--- src/sv/bmce_pkg.sv ---
// ----------------------------------------------------------------------------
// bmce_pkg: shared constants and types for the block mode chaining engine
// Lane geometry, chaining mode codes, register indexes and lane control.
// ----------------------------------------------------------------------------
package bmce_pkg;

  // Lane geometry
  localparam int LANE_CNT    = 8;             // byte lanes carried by one word
  localparam int BLOCK_BYTES = 8;             // lanes in use, 1..LANE_CNT
  localparam int LANE_W      = 8;
  localparam int BLOCK_W     = LANE_CNT * LANE_W;
  localparam int LANE_IDX_W  = 3;

  // Chaining mode codes; codes above MODE_CTR act as ECB
  localparam int MODE_W = 3;
  localparam logic [MODE_W-1:0] MODE_ECB = 3'd0;
  localparam logic [MODE_W-1:0] MODE_CBC = 3'd1;
  localparam logic [MODE_W-1:0] MODE_CFB = 3'd2;
  localparam logic [MODE_W-1:0] MODE_OFB = 3'd3;
  localparam logic [MODE_W-1:0] MODE_CTR = 3'd4;

  // Register indexes on the configuration port (byte address = 8 * index)
  localparam int REG_IDX_W = 2;
  localparam logic [REG_IDX_W-1:0] REG_KEY  = 2'd0;
  localparam logic [REG_IDX_W-1:0] REG_IV   = 2'd1;
  localparam logic [REG_IDX_W-1:0] REG_MODE = 2'd2;
  localparam logic [REG_IDX_W-1:0] REG_DIR  = 2'd3;

  localparam int CFG_ADDR_W = 5;
  localparam int CFG_DATA_W = 64;

  localparam logic [LANE_W-1:0] CTR_RESTART = 8'd1;

  typedef logic [LANE_W-1:0] lane_t;

  typedef struct packed {
    logic [MODE_W-1:0] mode;
    logic              dec;
  } lane_ctrl_t;

endpackage

--- src/sv/bmce_lane.sv ---
// ----------------------------------------------------------------------------
// bmce_lane: one byte lane of the chaining core
// Keyed XOR block function plus the per-lane chain and counter update.
// ----------------------------------------------------------------------------
module bmce_lane (
  input  bmce_pkg::lane_ctrl_t              ctrl,
  input  logic [bmce_pkg::LANE_IDX_W-1:0]   lane_idx,
  input  bmce_pkg::lane_t                   x,
  input  bmce_pkg::lane_t                   k,
  input  bmce_pkg::lane_t                   s,
  input  bmce_pkg::lane_t                   ctr_base,
  output bmce_pkg::lane_t                   r,
  output bmce_pkg::lane_t                   s_nxt
);

  bmce_pkg::lane_t ctr_lane;
  bmce_pkg::lane_t xsk;
  bmce_pkg::lane_t ofb;

  // Counter byte for this lane wraps mod 256
  assign ctr_lane = ctr_base + {{(bmce_pkg::LANE_W-bmce_pkg::LANE_IDX_W){1'b0}}, lane_idx};
  assign xsk      = x ^ s ^ k;
  assign ofb      = s ^ k;

  always_comb begin
    r     = x ^ k;
    s_nxt = s;
    case (ctrl.mode)
      bmce_pkg::MODE_CBC, bmce_pkg::MODE_CFB: begin
        r     = xsk;
        s_nxt = ctrl.dec ? x : xsk;
      end
      bmce_pkg::MODE_OFB: begin
        s_nxt = ofb;
        r     = x ^ ofb;
      end
      bmce_pkg::MODE_CTR: begin
        r = x ^ ctr_lane ^ k;
      end
      default: begin
        r     = x ^ k;
        s_nxt = s;
      end
    endcase
  end

endmodule

--- src/sv/bmce_merge.sv ---
// ----------------------------------------------------------------------------
// bmce_merge: lane merge and output register
// Pack lane results into one word and hold it until the sink takes it.
// ----------------------------------------------------------------------------
module bmce_merge (
  input  logic                          clk,
  input  logic                          rst_n,
  input  bmce_pkg::lane_t               lane_r [bmce_pkg::LANE_CNT],
  input  logic                          load,
  output logic                          room,
  output logic                          out_tvalid,
  input  logic                          out_tready,
  output logic [bmce_pkg::BLOCK_W-1:0]  out_tdata   // block_out
);

  logic                         valid_r, valid_nxt;
  logic [bmce_pkg::BLOCK_W-1:0] data_r;
  logic [bmce_pkg::BLOCK_W-1:0] packed_blk;

  always_comb begin
    for (int i = 0; i < bmce_pkg::LANE_CNT; i++) begin
      packed_blk[i*bmce_pkg::LANE_W +: bmce_pkg::LANE_W] = lane_r[i];
    end
  end

  // Free when empty or draining this cycle
  assign room      = !valid_r || out_tready;
  assign valid_nxt = load ? 1'b1 : (out_tready ? 1'b0 : valid_r);

  always_ff @(posedge clk) begin
    if (!rst_n) begin
      valid_r <= 1'b0;
    end else begin
      valid_r <= valid_nxt;
    end
  end

  always_ff @(posedge clk) begin
    if (load) begin
      data_r <= packed_blk;
    end
  end

  assign out_tvalid = valid_r;
  assign out_tdata  = data_r;

endmodule

--- src/sv/block_mode_chaining_engine.sv ---
// ----------------------------------------------------------------------------
// block_mode_chaining_engine: ECB/CBC/CFB/OFB/CTR chaining over byte lanes
// An accepted input word is valid at the output register in the next cycle.
// Throughput: one word per cycle while the output register has room; the chain and
// counter registers close a loop through the byte lanes, so back-to-back words chain.
// The output register frees in the same cycle the sink takes its word.
// Reset (synchronous, rst_n low): registers to zero, counter to one, output empty.
// ----------------------------------------------------------------------------
module block_mode_chaining_engine (
  input  logic                             clk,
  input  logic                             rst_n,
  // Input stream
  input  logic                             in_tvalid,
  output logic                             in_tready,
  input  logic [bmce_pkg::BLOCK_W-1:0]     in_tdata,   // block_in
  input  logic                             in_tuser,   // restart
  // Result stream
  output logic                             out_tvalid,
  input  logic                             out_tready,
  output logic [bmce_pkg::BLOCK_W-1:0]     out_tdata,  // block_out
  // Configuration port
  input  logic                             cfg_psel,
  input  logic                             cfg_penable,
  input  logic                             cfg_pwrite,
  input  logic [bmce_pkg::CFG_ADDR_W-1:0]  cfg_paddr,
  input  logic [bmce_pkg::CFG_DATA_W-1:0]  cfg_pwdata,
  output logic [bmce_pkg::CFG_DATA_W-1:0]  cfg_prdata,
  output logic                             cfg_pready
);

  // Configuration registers
  logic [bmce_pkg::BLOCK_W-1:0]  key_r;
  logic [bmce_pkg::BLOCK_W-1:0]  iv_r;
  logic [bmce_pkg::MODE_W-1:0]   mode_r;
  logic                          dir_r;

  // Chaining state
  logic [bmce_pkg::BLOCK_W-1:0]  chain_r, chain_nxt;
  bmce_pkg::lane_t               ctr_r, ctr_nxt;

  logic                          cfg_wr;
  logic [bmce_pkg::REG_IDX_W-1:0] cfg_idx;
  logic                          in_acc;
  logic                          room;

  // Effective chain and counter after a restart
  logic [bmce_pkg::BLOCK_W-1:0]  chain_eff;
  bmce_pkg::lane_t               ctr_eff;
  bmce_pkg::lane_ctrl_t          ctrl;

  bmce_pkg::lane_t               lane_r   [bmce_pkg::LANE_CNT];
  bmce_pkg::lane_t               lane_s   [bmce_pkg::LANE_CNT];

  // --------------------------------------------------------------------------
  // Configuration port: writes land on the access phase, reads are immediate
  // --------------------------------------------------------------------------
  assign cfg_pready = 1'b1;
  assign cfg_wr     = cfg_psel && cfg_penable && cfg_pwrite && cfg_pready;
  assign cfg_idx    = cfg_paddr[bmce_pkg::CFG_ADDR_W-1 -: bmce_pkg::REG_IDX_W];

  always_ff @(posedge clk) begin
    if (!rst_n) begin
      key_r  <= '0;
      iv_r   <= '0;
      mode_r <= bmce_pkg::MODE_ECB;
      dir_r  <= 1'b0;
    end else if (cfg_wr) begin
      case (cfg_idx)
        bmce_pkg::REG_KEY:  key_r  <= cfg_pwdata[bmce_pkg::BLOCK_W-1:0];
        bmce_pkg::REG_IV:   iv_r   <= cfg_pwdata[bmce_pkg::BLOCK_W-1:0];
        bmce_pkg::REG_MODE: mode_r <= cfg_pwdata[bmce_pkg::MODE_W-1:0];
        bmce_pkg::REG_DIR:  dir_r  <= cfg_pwdata[0];
        default: ;
      endcase
    end
  end

  always_comb begin
    cfg_prdata = '0;
    case (cfg_idx)
      bmce_pkg::REG_KEY:  cfg_prdata[bmce_pkg::BLOCK_W-1:0] = key_r;
      bmce_pkg::REG_IV:   cfg_prdata[bmce_pkg::BLOCK_W-1:0] = iv_r;
      bmce_pkg::REG_MODE: cfg_prdata[bmce_pkg::MODE_W-1:0]  = mode_r;
      bmce_pkg::REG_DIR:  cfg_prdata[0]                     = dir_r;
      default: cfg_prdata = '0;
    endcase
  end

  // --------------------------------------------------------------------------
  // Input handshake: take a word whenever the output register has room
  // --------------------------------------------------------------------------
  assign in_tready = room;
  assign in_acc    = in_tvalid && in_tready;

  // Restart reloads the chain from the IV and the counter to one, in front of
  // this word's processing
  assign chain_eff = in_tuser ? iv_r : chain_r;
  assign ctr_eff   = in_tuser ? bmce_pkg::CTR_RESTART : ctr_r;

  assign ctrl.mode = mode_r;
  assign ctrl.dec  = dir_r;

  // --------------------------------------------------------------------------
  // Byte lanes: active lanes run the core, unused lanes read as zero
  // --------------------------------------------------------------------------
  for (genvar g = 0; g < bmce_pkg::LANE_CNT; g++) begin : g_lane
    if (g < bmce_pkg::BLOCK_BYTES) begin : g_act
      bmce_lane u_lane (
        .ctrl     (ctrl),
        .lane_idx (bmce_pkg::LANE_IDX_W'(g)),
        .x        (in_tdata[g*bmce_pkg::LANE_W +: bmce_pkg::LANE_W]),
        .k        (key_r[g*bmce_pkg::LANE_W +: bmce_pkg::LANE_W]),
        .s        (chain_eff[g*bmce_pkg::LANE_W +: bmce_pkg::LANE_W]),
        .ctr_base (ctr_eff),
        .r        (lane_r[g]),
        .s_nxt    (lane_s[g])
      );
    end else begin : g_off
      assign lane_r[g] = '0;
      assign lane_s[g] = '0;
    end
  end

  // Gather the per-lane chain updates
  always_comb begin
    for (int i = 0; i < bmce_pkg::LANE_CNT; i++) begin
      chain_nxt[i*bmce_pkg::LANE_W +: bmce_pkg::LANE_W] = lane_s[i];
    end
  end

  // Counter advances only on CTR words
  assign ctr_nxt = (mode_r == bmce_pkg::MODE_CTR) ? ctr_eff + 8'd1 : ctr_eff;

  always_ff @(posedge clk) begin
    if (!rst_n) begin
      chain_r <= '0;
      ctr_r   <= bmce_pkg::CTR_RESTART;
    end else if (in_acc) begin
      chain_r <= chain_nxt;
      ctr_r   <= ctr_nxt;
    end
  end

  // --------------------------------------------------------------------------
  // Merge lanes into the output register
  // --------------------------------------------------------------------------
  bmce_merge u_merge (
    .clk        (clk),
    .rst_n      (rst_n),
    .lane_r     (lane_r),
    .load       (in_acc),
    .room       (room),
    .out_tvalid (out_tvalid),
    .out_tready (out_tready),
    .out_tdata  (out_tdata)
  );

  // --------------------------------------------------------------------------
  // Assertions
  // --------------------------------------------------------------------------
  // An accepted word always shows up at the output on the next cycle
  a_acc_to_out: assert property (@(posedge clk) disable iff (!rst_n)
    in_acc |=> out_tvalid)
    else $error("accepted word did not reach the output register");

  // Counter holds outside CTR unless restarted
  a_ctr_hold: assert property (@(posedge clk) disable iff (!rst_n)
    (in_acc && !in_tuser && mode_r != bmce_pkg::MODE_CTR) |=> ctr_r == $past(ctr_r))
    else $error("block counter moved outside CTR mode");

  // Restart outside CTR leaves the counter at one
  a_ctr_restart: assert property (@(posedge clk) disable iff (!rst_n)
    (in_acc && in_tuser && mode_r != bmce_pkg::MODE_CTR) |=> ctr_r == bmce_pkg::CTR_RESTART)
    else $error("restart did not reload the block counter");

  // Chain register only moves on an accepted word
  a_chain_stable: assert property (@(posedge clk) disable iff (!rst_n)
    (!in_acc && $past(rst_n)) |=> $stable(chain_r))
    else $error("chain register changed without an input word");

endmodule

--- config.mk ---
export PLATFORM = sky130hd
export DESIGN_NAME = block_mode_chaining_engine
export DESIGN_NICKNAME = d
export VERILOG_FILES = /design/src/sv/bmce_pkg.sv /design/src/sv/bmce_lane.sv /design/src/sv/bmce_merge.sv /design/src/sv/block_mode_chaining_engine.sv
export SDC_FILE = /design/constraint.sdc
export NUM_CORES = 1
export LEC_CHECK = 0
export ABC_AREA = 0
export BUFFER_PORTS_ARGS = -buffer_cell sky130_fd_sc_hd__buf_4
export CAP_MARGIN = 10
export CELL_PAD_IN_SITES_DETAIL_PLACEMENT = 0
export CELL_PAD_IN_SITES_GLOBAL_PLACEMENT = 1
export CORE_ASPECT_RATIO = 1.25
export CORE_MARGIN = 2
export CORE_UTILIZATION = 34
export CTS_CLUSTER_DIAMETER = 200
export DETAILED_ROUTE_END_ITERATION = 7
export PLACE_DENSITY = 0.65
export REMOVE_ABC_BUFFERS = 1
export SLEW_MARGIN = 25
export SYNTH_ARGS = -nofsm -noshare
export SYNTH_HDL_FRONTEND = slang
export SYNTH_SLANG_ARGS = --single-unit
--- constraint.sdc ---
create_clock -name clk -period 3.65 [get_ports clk]
set_input_delay 0.365 -clock clk [delete_from_list [all_inputs] [get_ports clk]]
set_output_delay 0.365 -clock clk [all_outputs]
set_load 0.01 [all_outputs]
-- Word level (Yosys, flattened, before mapping)
Cells that the tools add are included.
- eq/ne operators: 7
- add/subtract/negate cells: 7
- bitwise logic cells: 56
- mux-type cells: 32
- reductions and logical operators: 12
- operators with widths (operator ; count):
    8-bit XOR ; 56
    8-bit one-hot mux with 3 select lines ; 8
    8-bit one-hot mux with 2 select lines ; 8
    61-bit one-hot mux with 2 select lines ; 1
    8-bit two-way mux ; 10
    64-bit two-way mux ; 1
    8-bit by 3-bit adder with 8-bit output (second input constant) ; 4
    8-bit by 2-bit adder with 8-bit output (second input constant) ; 2
    8-bit by 1-bit adder with 8-bit output (second input constant) ; 1
    2-bit AND reduction ; 4
    3-bit by 2-bit == test with 1-bit output (second input constant) ; 2
    2-bit one-hot mux with 3 select lines ; 1
    2-bit == test (second input constant) ; 2
    1-bit one-hot mux with 4 select lines ; 1
    3-bit by 1-bit == test with 1-bit output (second input constant) ; 1
    3-bit == test (second input constant) ; 1
    1-bit logical AND ; 3
    2-bit by 1-bit == test with 1-bit output (second input constant) ; 1
    2-bit zero test ; 1
    1-bit two-way mux ; 2
    2-bit nonzero test ; 1
    2-bit OR reduction ; 1
    1-bit zero test ; 1
    1-bit logical OR ; 1
- register bits: 269
- logic and storage cells: 122
- output and inout port bits: 131
- bits of input ports: 141

-- Depth between registers and ports, before layout
- depth in word-level cells: 5
- depth in mapped cells: 10
- mapped depth without buffers: 7

-- By module
Synthesis repeated with hierarchy kept, for this count alone.
- cell total of the unflattened synthesis: 2513
- area total of the unflattened synthesis: 21373.0 sq um
- modules (own cells, without submodules) (module ; cells an instance ; instances ; area an instance (sq um)):
    block_mode_chaining_engine ; 1149 ; 1 ; 9575.4
    bmce_lane (g_lane[2].g_act.u_lane ...) ; 162 ; 6 ; 1227.4
    bmce_lane (g_lane[0].g_act.u_lane ...) ; 162 ; 2 ; 1231.2
    bmce_merge ; 68 ; 1 ; 1970.6

-- Worst setup path before layout
Ideal clock, no wire load.
- path kind: input-to-reg
- from: in out_tready
- to: reg u_merge.data_r, in the netlist u_merge.out_tdata[0] (enable)
- required time: 3.199 ns
- library setup time: 0.451 ns
- data arrival time: 2.926 ns
- path slack: 0.273 ns
- stages: 5
- cell sequence: nand2b_1 -> nand2_1 -> inv_1 -> clkbuf_1 -> clkbuf_1
- longest elaborated chain between the ends: 2
- RTL lines (what ; RTL line ; text):
    from (decl) ; block_mode_chaining_engine.sv:19 ; input logic out_tready,
    1-bit logical OR ; bmce_merge.sv:27 ; assign room = !valid_r || out_tready;
    1-bit logical AND ; block_mode_chaining_engine.sv:93 ; assign in_acc = in_tvalid && in_tready;
    via in_acc ; block_mode_chaining_engine.sv:43 ; logic in_acc;
    to (signal assigned) ; bmce_merge.sv:40 ; data_r <= packed_blk;
    to (decl) ; bmce_merge.sv:17 ; logic [bmce_pkg::BLOCK_W-1:0] data_r;
The timed path passes the listed nets, and every way through them passes these cells.
A chain may end at the register's enable or synchronous reset.

-- Final worst setup path
- from: reg ctr_r[2]
- to: reg u_merge.data_r, in the netlist u_merge.out_tdata[54] (data pin)
- longest elaborated chain between the ends: 5
- RTL lines (what ; RTL line ; text):
    from (decl) ; block_mode_chaining_engine.sv:39 ; bmce_pkg::lane_t ctr_r, ctr_nxt;
    from (signal assigned) ; block_mode_chaining_engine.sv:137 ; ctr_r <= bmce_pkg::CTR_RESTART;
    from (signal assigned) ; block_mode_chaining_engine.sv:140 ; ctr_r <= ctr_nxt;
    8-bit two-way mux ; block_mode_chaining_engine.sv:98 ; assign ctr_eff = in_tuser ? bmce_pkg::CTR_RESTART : ctr_r;
    8-bit by 3-bit adder with 8-bit output ; bmce_lane.sv:21 ; assign ctr_lane = ctr_base + {{(bmce_pkg::LANE_W-bmce_pkg::LANE_IDX_W){1'b0}}, lane_idx};
    8-bit XOR (2 in series) ; bmce_lane.sv:38 ; r = x ^ ctr_lane ^ k;
    8-bit one-hot mux with 3 select lines ; bmce_lane.sv:28 ; case (ctrl.mode)
    via g_lane[6].g_act.u_lane.r[6] ; bmce_lane.sv:12 ; output bmce_pkg::lane_t r,
The timed path passes the listed nets, and every way through them passes these cells.

==> results.md <==
- Synthesized cell area: around 16000 um^2
- Layout area overhead: 23.3%
- Worst-case reg-to-reg path depth: 7
- CTS max path bufs: 3
- Vias in the first global route: 14221
- Post-Route WL: 58000 um
- Final Wtd Congestion: 0.745
- Residual DRC count: 0
- Clock Sink Count: approximately 270
- P_leak: 6.97 nW
- Seq pwr share: 0.423
- Int Power: 5.72 mW
- Placed Instances: 2600
- Top cell type's share of synthesized area: 0.260
- Clock transition at path regs: approximately 0.060 ns
- CP max-delay cell: dfxtp_1
- Layout cell share with drive strength beyond 1: 0.180
- Critical path's top delay family: flip-flops
- Synth Warn #: 0
- Clock Latency Late Sink: 0.53 ns
- Crit path buffers/inverters: 0
- Hpwl dp: roughly 36000 um
- EDFF count, synth: 64
- R2R Setup Slk: 1.0 ns
- Synth area leaders: dfxtp_1 26%, edfxtp_1 12%, xnor2_1 11%
- Outcome: finished, final reports clean
- Unrepaired setup endpoints after global routing: no
- ANT nets after route: 0
- CP max stage delay: between 0.7 and 0.8 ns
- WL/cell: 21.8 um
- Die Y: 245 um
- Critical R2R Launch: ctr_r[2]
- Slew Viols, Final: 0
- Post-Layout Cell Count: 2665
- Num CTS Buffers: 34
- Sw frac: 0.255
- Post-synth top area cell: dfxtp_1
- Die Wd: slightly below 200 um
- Core box area: 46000 um^2
- Most frequent CP cell: xnor2_1
- Gr usage total: 0.234
- FF+latch count, synth: 269
- Critical Path RT: 3.93 ns
- Syn Inst Count: 1863
- Worst slew pin tran: between 1 and 1.5 ns
- Fin crit share: 0.727
- Max-cap violations: 0
- Fraction of registers with async set/reset: 0
- Worst EP arrival: 2.93 ns
- Antenna violations before repair: 5
- First-pass GRT wire length: roughly 86000 um
- Post-cts resize count: 0
- Synth unique cells: 48
- TritonCTS clock tree: yes
- Top-count cell post-synth: nand2_1
- Final #Nets: 2194
- Post-place setup slack: just over 1 ns
- DR vias/cell: 5.37
- Initial Util: 0.343
- Most used DFF post-synth: dfxtp_1
- Worst setup margin: around 1 ns
- Post-CTS Setup Bufs: 0
- Die area: 48200 um^2
- Combinational power share: 0.123
- Final min period: between 2 and 3 ns
- Clk_skew: about 0.013 ns
- Min-delay worst type: primary input to register
- Final setup viols: 0
- Commonest cells post-synth: 278 x nand2_1, 214 x o21ai_0, 205 x dfxtp_1
- Fillers: about 4700
- Vias after detailed routing: 14305
- Crit. Startpoint: ctr_r[2]
- Fin. Hold Viols: 0
- First-pass detailed-route iteration total: 5
- GRT overflow: 0
- CP Max Fanout: 18
- Buffers on Ports: 267
- Critical Path Sink Type: register
- Io pins: around 270
- Max Freq: 377 MHz
- Critical Path Stages: 7
- CTS Hold Bufs: 0
- NetSw: ~2.0 mW
- Worst Setup Start Kind: register
- Slew HR: 0.289
- Crit path cell chain: nand2b_1, ha_1, a22oi_1, nor3_1, xnor2_1, o22ai_1, xnor2_1
- H-tree levels: 2
- 1st-iter DRT viols: 672
- Power per Cell Area: 394 nW/um^2
- Critical Path Sink: u_merge.out_tdata[54]
- Largest net degree at the start of global routing: 110
- Reg-to-reg endpoint: u_merge.out_tdata[54]
- Cell Rows: ~90
- Synth Area per Inst: around 8.5 um^2
- Min-delay src: cfg_pwdata[17]
- Seq/Total Area, Yosys: 0.381
- Clk Tree Root Cell: clkbuf_16
- Max IR drop VDD: 256 uV
- Setup CP Type: register to register
- Clock network power share: 0.454
cells by family after synthesis:
kind of cell | after synthesis | synth area share
AO/OA/AOI/OAI | 599 | 0.229
AND/OR/NAND/NOR | 479 | 0.137
flip-flops | 269 | 0.381
XOR/XNOR | 229 | 0.127
buffers and inverters | 152 | 0.0390
multiplexers | 132 | 0.0851
adder cells (fa/ha/maj) | 2 | 0.00158
other | 1 | 0.000237
worst reg2reg max path: cells and delay by family, from the launching register on:
| family | cells | cell delay [ns] |
|---|---|---|
| adder cells (fa/ha/maj) | 1 | 0.35 |
| XOR/XNOR | 2 | 0.41 |
| flip-flops | 1 | 0.77 |
| AO/OA/AOI/OAI | 2 | 0.42 |
| AND/OR/NAND/NOR | 2 | 0.45 |
state kept, by name, indices dropped and copies added, names as in the netlist:
register	flops
key_r	64
mode_r	3
u_merge.out_tdata	64
chain_r	64
dir_r	1
ctr_r	8
iv_r	64
u_merge.out_tvalid	1
through the flow:
stage / total power, mW / utilization / TNS, ns / cell area (um^2) / hold WS, ns
2_1_floorplan: 3.76 / - / -93.45 / 15200 / 0.441
3_3_place_gp: 4.25 / 0.398 / 0 / 18300 / 0.471
3_5_place_dp: 4.27 / 0.398 / 0 / 18300 / 0.477
4_1_cts: 7.78 / 0.423 / 0 / 19500 / 0.0675
5_1_grt: 7.98 / 0.423 / 0 / 19500 / 0.0902
6_report: 7.68 / 0.423 / 0 / 19500 / 0.0894
final cells by class:
class / count / area (um^2) / share of cell area
Multi-Input combinational cell: 1442 / 9210 / 0.473
Sequential cell: 269 / 6030 / 0.310
Timing Repair Buffer: 299 / 2340 / 0.120
Clock buffer: 55 / 1050 / 0.0541
Tap cell: 585 / 732 / 0.0376
Clock inverter: 7 / 83.8 / 0.00430
Inverter: 5 / 23.8 / 0.00122
Antenna cell: 3 / 7.51 / 0.000385
cell usage in the layout (no fill, tap or decap), types with 39 or more instances in the layout:
cell type	instances
a21boi_0	178
xnor2_1	200
buf_4	290
nor3b_1	65
dfxtp_1	204
nand2_1	278
o21ai_0	214
a21oi_1	126
mux2i_1	122
o22ai_1	39
nor2_1	84
edfxtp_1	64
worst min-delay path by stage:
| stage | to | slack [ns] | depth (start not counted) |
|---|---|---|---|
| final | key_r[17] | 0.09 | 3 |
| after global routing | key_r[25] | 0.09 | 3 |
| after CTS | key_r[17] | 0.07 | 3 |
| after detailed placement | iv_r[1] | 0.48 | 2 |
| after global placement | iv_r[5] | 0.47 | 2 |
| after floorplan | ctr_r[0] | 0.44 | 1 |
routing by layer:
layer | track usage | part of all wire | wire [um]
met1 | 0.284 | 0.42 | 24600
met2 | 0.416 | 0.50 | 29000
met4 | 0.0874 | 0.030 | 1740
met5 | 0 | 0.00050 | 29
met3 | 0.0367 | 0.046 | 2650
power groups by stage:
| stage | Clock [mW] | Combinational, mW | Sequential (mW) |
|---|---|---|---|
| after global placement | 0 | 0.933 | 3.31 |
| after floorplan | 0 | 0.446 | 3.32 |
| after detailed placement | 0 | 0.954 | 3.31 |
| after CTS | 3.57 | 0.956 | 3.25 |
| after global routing | 3.69 | 1.04 | 3.26 |
| final | 3.48 | 0.947 | 3.25 |
Note: power is estimated with default switching activity, not from simulation.
